**config.mk**
```make
export PLATFORM = sky130hd
export DESIGN_NAME = rsa_letter_modexp_cipher
export DESIGN_NICKNAME = d
export VERILOG_FILES = /design/src/rtl/rlmc_pkg.sv /design/src/rtl/rlmc_regs.sv /design/src/rtl/rlmc_modmul.sv /design/src/rtl/rsa_letter_modexp_cipher.sv
export SDC_FILE = /design/constraint.sdc
export NUM_CORES = 1
export LEC_CHECK = 0
export ABC_AREA = 1
export BUFFER_PORTS_ARGS = -buffer_cell sky130_fd_sc_hd__buf_2
export CAP_MARGIN = 25
export CORE_ASPECT_RATIO = 1.2
export CORE_MARGIN = 1
export CORE_UTILIZATION = 45
export CTS_BUF_LIST = sky130_fd_sc_hd__clkbuf_16
export CTS_CLUSTER_DIAMETER = 120
export CTS_CLUSTER_SIZE = 8
export DETAILED_ROUTE_END_ITERATION = 8
export HOLD_SLACK_MARGIN = 0.12
export PLACE_DENSITY_LB_ADDON = 0.08
export RECOVER_POWER = 100
export SETUP_SLACK_MARGIN = 0.3
export SLEW_MARGIN = 30
export SYNTH_ARGS = -nofsm -noshare
export SYNTH_HDL_FRONTEND = slang
export SYNTH_SLANG_ARGS = --single-unit
```
**constraint.sdc**
```tcl
create_clock -name clk -period 6.4 [get_ports clk]
set_input_delay 0.64 -clock clk [delete_from_list [all_inputs] [get_ports clk]]
set_output_delay 0.64 -clock clk [all_outputs]
set_load 0.05 [all_outputs]
```
**src/rtl/rlmc_pkg.sv**
```systemverilog
`default_nettype none

package rlmc_pkg;

	localparam int unsigned FieldWidth    = 16;
	localparam int unsigned ValueWidthDef = 16;
	localparam int unsigned AddrWidth     = 4;
	localparam int unsigned LetterA       = 65;
	localparam int unsigned AlphaCount    = 26;

	localparam logic [FieldWidth-1:0] PubExpReset  = 16'd7;
	localparam logic [FieldWidth-1:0] PrivExpReset = 16'd103;
	localparam logic [FieldWidth-1:0] ModulusReset = 16'd143;

	typedef enum logic [1:0] {
		REG_PUB_EXP  = 2'd0,
		REG_PRIV_EXP = 2'd1,
		REG_MODULUS  = 2'd2
	} reg_idx_t;

	typedef enum logic {
		OP_ENCRYPT = 1'b0,
		OP_DECRYPT = 1'b1
	} opcode_t;

	typedef struct packed {
		logic [FieldWidth-1:0] public_exponent;
		logic [FieldWidth-1:0] private_exponent;
		logic [FieldWidth-1:0] modulus;
	} cfg_t;

	typedef enum logic [2:0] {
		ST_IDLE,
		ST_RED,
		ST_STEP,
		ST_MUL,
		ST_SQR,
		ST_FIN
	} state_t;

endpackage

`default_nettype wire

```
**src/rtl/rlmc_regs.sv**
```systemverilog
`default_nettype none

module rlmc_regs
	import rlmc_pkg::*;
(
	input  wire logic                 clk,
	input  wire logic                 arst_n,
	input  wire logic                 psel,
	input  wire logic                 penable,
	input  wire logic                 pwrite,
	input  wire logic [AddrWidth-1:0] paddr,
	input  wire logic [31:0]          pwdata,
	output logic      [31:0]          prdata,
	output logic                      pready,
	output cfg_t                      cfg
);

	cfg_t     cfg_q;
	reg_idx_t idx;
	logic     wr_en;

	assign idx    = reg_idx_t'(paddr[3:2]);
	assign wr_en  = psel && penable && pwrite;
	assign pready = 1'b1;
	assign cfg    = cfg_q;

	always_ff @(posedge clk or negedge arst_n) begin
		if (!arst_n) begin
			cfg_q.public_exponent  <= PubExpReset;
			cfg_q.private_exponent <= PrivExpReset;
			cfg_q.modulus          <= ModulusReset;
		end else if (wr_en) begin
			case (idx)
				REG_PUB_EXP:  cfg_q.public_exponent  <= pwdata[FieldWidth-1:0];
				REG_PRIV_EXP: cfg_q.private_exponent <= pwdata[FieldWidth-1:0];
				REG_MODULUS:  cfg_q.modulus          <= pwdata[FieldWidth-1:0];
				default: ;
			endcase
		end
	end

	always_comb begin
		prdata = '0;
		case (idx)
			REG_PUB_EXP:  prdata = 32'(cfg_q.public_exponent);
			REG_PRIV_EXP: prdata = 32'(cfg_q.private_exponent);
			REG_MODULUS:  prdata = 32'(cfg_q.modulus);
			default:      prdata = '0;
		endcase
	end

endmodule

`default_nettype wire

```
**src/rtl/rlmc_modmul.sv**
```systemverilog
`default_nettype none

// Interleaved modular multiplier: one multiplier bit per cycle, MSB first.
// Requires a < m; the product a*b mod m appears on p with the done pulse.
module rlmc_modmul
	import rlmc_pkg::*;
#(
	parameter int unsigned VALUE_WIDTH = ValueWidthDef
) (
	input  wire logic                   clk,
	input  wire logic                   arst_n,
	input  wire logic                   start,
	input  wire logic [VALUE_WIDTH-1:0] a,
	input  wire logic [VALUE_WIDTH-1:0] b,
	input  wire logic [VALUE_WIDTH-1:0] m,
	output logic                        done,
	output logic      [VALUE_WIDTH-1:0] p
);

	localparam int unsigned W  = VALUE_WIDTH;
	localparam int unsigned CW = (W > 1) ? $clog2(W) : 1;

	logic [W-1:0]  r_q;
	logic [W-1:0]  a_q;
	logic [W-1:0]  b_q;
	logic [CW-1:0] cnt_q;
	logic          busy_q;
	logic          done_q;

	logic [W:0]   dbl;
	logic [W:0]   dbl_red;
	logic [W:0]   sum;
	logic [W:0]   sum_red;
	logic [W:0]   m_ext;

	always_comb begin
		m_ext   = {1'b0, m};
		dbl     = {r_q, 1'b0};
		dbl_red = (dbl >= m_ext) ? dbl - m_ext : dbl;
		sum     = {1'b0, dbl_red[W-1:0]} + (b_q[W-1] ? {1'b0, a_q} : '0);
		sum_red = (sum >= m_ext) ? sum - m_ext : sum;
	end

	always_ff @(posedge clk or negedge arst_n) begin
		if (!arst_n) begin
			busy_q <= 1'b0;
			done_q <= 1'b0;
			cnt_q  <= '0;
		end else begin
			done_q <= 1'b0;
			if (start) begin
				busy_q <= 1'b1;
				cnt_q  <= CW'(W - 1);
			end else if (busy_q) begin
				if (cnt_q == '0) begin
					busy_q <= 1'b0;
					done_q <= 1'b1;
				end else begin
					cnt_q <= cnt_q - 1'b1;
				end
			end
		end
	end

	always_ff @(posedge clk) begin
		if (start) begin
			r_q <= '0;
			a_q <= a;
			b_q <= b;
		end else if (busy_q) begin
			r_q <= sum_red[W-1:0];
			b_q <= b_q << 1;
		end
	end

	assign done = done_q;
	assign p    = r_q;

endmodule

`default_nettype wire

```
**src/rtl/rsa_letter_modexp_cipher.sv**
```systemverilog
`default_nettype none

// An item costs one base reduction, then per exponent bit up to the top set bit a step,
// a squaring and a product when the bit is set. Bad letters and a zero modulus skip
// straight to the finishing state. One item at a time; busy gates start.
// The result is shown for one cycle with done; the receiver cannot stall it.
// Reset (arst_n low, asynchronous) returns to idle and loads exponents 7, 103, modulus 143.
module rsa_letter_modexp_cipher
	import rlmc_pkg::*;
#(
	parameter int unsigned VALUE_WIDTH = ValueWidthDef
) (
	input  wire logic                  clk,
	input  wire logic                  arst_n,
	input  wire logic                  psel,
	input  wire logic                  penable,
	input  wire logic                  pwrite,
	input  wire logic [AddrWidth-1:0]  paddr,
	input  wire logic [31:0]           pwdata,
	output logic      [31:0]           prdata,
	output logic                       pready,
	input  wire logic                  start,
	output logic                       busy,
	input  wire logic                  opcode,
	input  wire logic [FieldWidth-1:0] data_in,
	input  wire logic                  last_in,
	output logic                       done,
	output logic      [FieldWidth-1:0] data_out,
	output logic                       bad_letter,
	output logic                       last_out
);

	localparam int unsigned W = VALUE_WIDTH;

	cfg_t   cfg;
	state_t state_q, state_d;

	logic          op_q;
	logic          last_q;
	logic          bad_q;
	logic [W-1:0]  acc_q;
	logic [W-1:0]  base_q;
	logic [W-1:0]  exp_q;
	logic [W-1:0]  m_q;

	logic [FieldWidth-1:0] data_out_q;
	logic                  bad_letter_q;
	logic                  last_out_q;
	logic                  done_q;

	logic [W-1:0]  data_w;
	logic [W-1:0]  m_w;
	logic [W-1:0]  one_w;
	logic [W-1:0]  base_in;
	logic          is_letter;
	logic          reject;
	logic          accept;

	logic          mm_start;
	logic [W-1:0]  mm_a;
	logic [W-1:0]  mm_b;
	logic          mm_done;
	logic [W-1:0]  mm_p;

	rlmc_regs u_regs (
		.clk     (clk),
		.arst_n  (arst_n),
		.psel    (psel),
		.penable (penable),
		.pwrite  (pwrite),
		.paddr   (paddr),
		.pwdata  (pwdata),
		.prdata  (prdata),
		.pready  (pready),
		.cfg     (cfg)
	);

	rlmc_modmul #(
		.VALUE_WIDTH (VALUE_WIDTH)
	) u_modmul (
		.clk    (clk),
		.arst_n (arst_n),
		.start  (mm_start),
		.a      (mm_a),
		.b      (mm_b),
		.m      (m_q),
		.done   (mm_done),
		.p      (mm_p)
	);

	assign busy   = (state_q != ST_IDLE);
	assign accept = start && !busy;

	assign data_w    = W'(data_in);
	assign m_w       = W'(cfg.modulus);
	assign one_w     = (m_w == W'(1)) ? '0 : W'(1);
	assign is_letter = (data_w >= W'(LetterA)) && (data_w < W'(LetterA + AlphaCount));
	assign base_in   = (opcode == OP_DECRYPT) ? data_w : data_w - W'(LetterA);
	// A non-letter to encrypt or a zero modulus needs no exponentiation at all.
	assign reject    = ((opcode == OP_ENCRYPT) && !is_letter) || (m_w == '0);

	always_comb begin
		state_d  = state_q;
		mm_start = 1'b0;
		mm_a     = base_q;
		mm_b     = base_q;
		case (state_q)
			ST_IDLE: begin
				if (accept) begin
					if (reject) begin
						state_d = ST_FIN;
					end else begin
						// Reduce the base by multiplying it with 1 mod m.
						mm_start = 1'b1;
						mm_a     = one_w;
						mm_b     = base_in;
						state_d  = ST_RED;
					end
				end
			end
			ST_RED: begin
				if (mm_done) begin
					state_d = ST_STEP;
				end
			end
			ST_STEP: begin
				if (exp_q == '0) begin
					state_d = ST_FIN;
				end else if (exp_q[0]) begin
					mm_start = 1'b1;
					mm_a     = acc_q;
					mm_b     = base_q;
					state_d  = ST_MUL;
				end else begin
					mm_start = 1'b1;
					state_d  = ST_SQR;
				end
			end
			ST_MUL: begin
				if (mm_done) begin
					mm_start = 1'b1;
					state_d  = ST_SQR;
				end
			end
			ST_SQR: begin
				if (mm_done) begin
					state_d = ST_STEP;
				end
			end
			ST_FIN: begin
				state_d = ST_IDLE;
			end
			default: begin
				state_d = ST_IDLE;
			end
		endcase
	end

	always_ff @(posedge clk or negedge arst_n) begin
		if (!arst_n) begin
			state_q <= ST_IDLE;
			done_q  <= 1'b0;
		end else begin
			state_q <= state_d;
			done_q  <= (state_q == ST_FIN);
		end
	end

	always_ff @(posedge clk) begin
		case (state_q)
			ST_IDLE: begin
				if (accept) begin
					op_q   <= opcode;
					last_q <= last_in;
					bad_q  <= (opcode == OP_ENCRYPT) && !is_letter;
					m_q    <= m_w;
					acc_q  <= reject ? '0 : one_w;
					exp_q  <= (opcode == OP_DECRYPT) ? W'(cfg.private_exponent)
					                                 : W'(cfg.public_exponent);
				end
			end
			ST_RED: begin
				if (mm_done) begin
					base_q <= mm_p;
				end
			end
			ST_MUL: begin
				if (mm_done) begin
					acc_q <= mm_p;
				end
			end
			ST_SQR: begin
				if (mm_done) begin
					base_q <= mm_p;
					exp_q  <= exp_q >> 1;
				end
			end
			ST_FIN: begin
				if (op_q == OP_DECRYPT) begin
					data_out_q <= {8'd0, acc_q[7:0] + 8'(LetterA)};
				end else begin
					data_out_q <= FieldWidth'(acc_q);
				end
				bad_letter_q <= bad_q;
				last_out_q   <= last_q;
			end
			default: ;
		endcase
	end

	assign done       = done_q;
	assign data_out   = data_out_q;
	assign bad_letter = bad_letter_q;
	assign last_out   = last_out_q;

`ifndef NO_ASSERTIONS
	a_mm_done_in_op: assert property (@(posedge clk) disable iff (!arst_n)
		mm_done |-> (state_q == ST_RED || state_q == ST_MUL || state_q == ST_SQR))
		else $error("multiplier finished outside an arithmetic state");

	a_done_after_fin: assert property (@(posedge clk) disable iff (!arst_n)
		$rose(done_q) |-> $past(state_q == ST_FIN))
		else $error("result strobe without a finishing state");

	a_accept_busy: assert property (@(posedge clk) disable iff (!arst_n)
		accept |=> busy)
		else $error("accepted transaction did not make the block busy");

	a_bad_zero: assert property (@(posedge clk) disable iff (!arst_n)
		(done_q && bad_letter_q) |-> (data_out_q == '0))
		else $error("bad letter result carries nonzero data");
`endif

endmodule

`default_nettype wire
```
==> run summary <==
Clk Latency, worst-skew pair -> 450 ps
fin crit share -> 0.858
R2R Path Start -> m_q[2]
DR vias -> 10000
metal3 WL -> 919 um
DRT met1 WL -> 14.6 mm
Clock transition at path regs -> 90 ps
Slew Limit Fails -> 93
Post-Place Cell Area -> 0.0128 sq mm
outcome -> finished with violations
Routed WL per cell -> 15.9 um
synth-to-layout area growth -> 8.74%
detailed placement HPWL -> 24.8 mm
FMAX -> 182 MHz
cts repair resizes -> 0
die area -> 0.0277 sq mm
cts-stage hold buffer count -> 0
Buf/Inv on CP -> 6
max incr delay on CP -> 450 ps
floorplan core area -> 0.0264 sq mm
Final ANT Viol Nets -> 0
Max-Cap Viols -> 2
Final nets -> 1778
worst hold start -> last_in
global route overflow -> 0
mapped cell area -> 0.0121 sq mm
DR iter-0 viols -> 633
Critical Path RT -> 6740 ps
most frequent cells in the layout -> 554 x nand2_1, 247 x inv_1, 117 x edfxtp_1, 111 x o21ai_0, 109 x nor2_1
Distinct cells, synth -> 50
fill count -> 2736
drt drc -> 13
commonest non-fill, non-tap cell in the layout -> nand2_1
# Post-CTS Setup Buffers -> 0
Reg2Reg Setup Slack -> 910 ps
synth warn -> 0
fin util -> 0.500
final setup fails -> 0
final setup skew -> 17.5 ps
Multi-input gate area -> 0.00556 sq mm
Initial Util -> 0.460
vias per std cell -> 4.99
gpl congestion -> 0.876
CP Max Fanout -> 27
vias in the first global route -> 9599
critical path arrival -> 5830 ps
Rel. slew slack -> -1.17
number of H-tree levels -> 4
Ant. Diodes -> 0
pin count of the biggest net entering global routing -> 59
#FFs+latches synth -> 191
Max Buffers Root-to-Sink -> 2
Hold Path Depth -> 1
final WL -> 32.0 mm
Rows -> 65
met2 wire len -> 15.9 mm
CP max stage cell -> fa_1
setup TNS -> 0 ps
reg2reg end -> u_modmul.p[0]
antenna violations before repair -> 0
Least-Margin Pin Slew -> 3250 ps
IO Port Bufs -> 77
uppermost routed layer -> met4
design area -> 0.0132 sq mm
die height -> 182 um
slack of the critical path -> 908 ps
Worst setup SP type -> register
Pre-Repair DR Iteration Count -> 7
Reg2Reg Depth -> 34
CP endpoint kind -> register
delay-heaviest family, CP -> simple AND/OR/NAND/NOR gates
layout cells sized above 1 -> 0.0615
number of buffers created by CTS -> 17
clock root cell -> clkbuf_16
min cycle time layout -> 5490 ps
CP Class -> reg2reg
dpl ws -> 1300 ps
DIE WIDTH -> 152 um
HP Class -> in2reg
RSZ-0062 raised after global routing -> no
CTS tree -> built
# IOs -> 113
Register Area -> 0.00530 sq mm
Final Hold Fails -> 0
failing checks -> DRC, capacitance limit, slew limit
Hold Crit Endpoint -> last_q
Seq/Total Area, Yosys -> 0.436
Post-Syn Area per Cell -> 7.62 sq um
critical path's most frequent cell -> nand2_1
Post-Syn Instances -> 1595
CTS Sinks -> 191
Tot GR Track Use -> 0.240
first-pass GRT wire length -> 51.1 mm
per-stage QoR:
| step | instances | hold WS (ps) |
|---|---|---|
| 2_1_floorplan | 1610 | 344 |
| 3_3_place_gp | 1977 | 415 |
| 3_5_place_dp | 1977 | 422 |
| 4_1_cts | 2009 | 341 |
| 5_1_grt | 2009 | 341 |
| 6_report | 2009 | 354 |
cell usage after synthesis, drive strengths merged:
library cell  instances  share of area
dfxtp                16          0.026
a21o                  1        0.00062
dfstp                13          0.028
nand4                16         0.0082
a22oi                 1        0.00062
nor2                114          0.040
o211ai               13         0.0080
o22ai                 1        0.00052
o221ai                4         0.0029
o21ai               111          0.046
and2                  5         0.0026
nand3b               10         0.0062
xnor2                 8         0.0058
nand3                89          0.043
fa                    3         0.0049
ha                   54          0.056
edfxtp              117           0.29
conb                  2        0.00062
a21oi                45          0.019
nor4                  2         0.0010
xor2                 31          0.022
or2                   2         0.0012
clkbuf               23         0.0071
a31o                  1        0.00072
a31oi                11         0.0057
nand2               558           0.18
and3                  1        0.00052
dfrtp                45          0.093
buf                  34          0.021
o21a                  2         0.0012
nor3                 11         0.0049
inv                 247          0.076
nor3b                 1        0.00062
clkinv                3        0.00093
state kept, by name, indices dropped and copies added, names as in the netlist, 3 cells and up:
name            flops
u_modmul.a_q       16
u_modmul.cnt_q      4
state_q             3
u_modmul.p         16
data_out           16
exp_q              16
acc_q              16
base_q             16
u_regs.cfg         48
m_q                16
u_modmul.b_q       16
kinds of logic (layout without fill, tap and decap cells):
kind of cell             count (synthesis)  in the layout  share of synthesized area
AND/OR/NAND/NOR                        809            809                      0.284
XOR/XNOR                                39             39                     0.0281
adder cells (fa/ha/maj)                 57             57                     0.0606
other                                    2             17                   0.000618
AO/OA/AOI/OAI                          190            190                     0.0846
flip-flops                             191            191                      0.436
buffers and inverters                  307            371                      0.106
area by class of cell:
| cell class | instances | area share |
|---|---|---|
| Timing Repair Buffer | 89 | 0.0301 |
| Sequential cell | 191 | 0.401 |
| Tap cell | 335 | 0.0317 |
| Inverter | 250 | 0.0710 |
| Clock buffer | 17 | 0.0322 |
| Multi-Input combinational cell | 1112 | 0.421 |
| Clock inverter | 15 | 0.0125 |
worst max-delay path by stage:
| stage | from | to | slack [ps] | depth (start not counted) |
|---|---|---|---|---|
| floorplan | m_q[2] | u_modmul.p[0] | 2180 | 37 |
| global placement | m_q[2] | u_modmul.p[0] | 1340 | 34 |
| detailed placement | m_q[2] | u_modmul.p[0] | 1300 | 34 |
| CTS | m_q[2] | u_modmul.p[0] | 1260 | 34 |
| global route | m_q[2] | u_modmul.p[13] | 390 | 34 |
| finish | m_q[2] | u_modmul.p[0] | 910 | 34 |
metal layers:
layer | global-route usage | vias up
li1 | - | 5178
met5 | 0 | -
met4 | 0.0727 | 0
met2 | 0.426 | 180
met3 | 0.0243 | 28
met1 | 0.307 | 4637
Power is not shown: default switching activity piles up to over one toggle a cycle in this logic, so the estimate is an artifact.
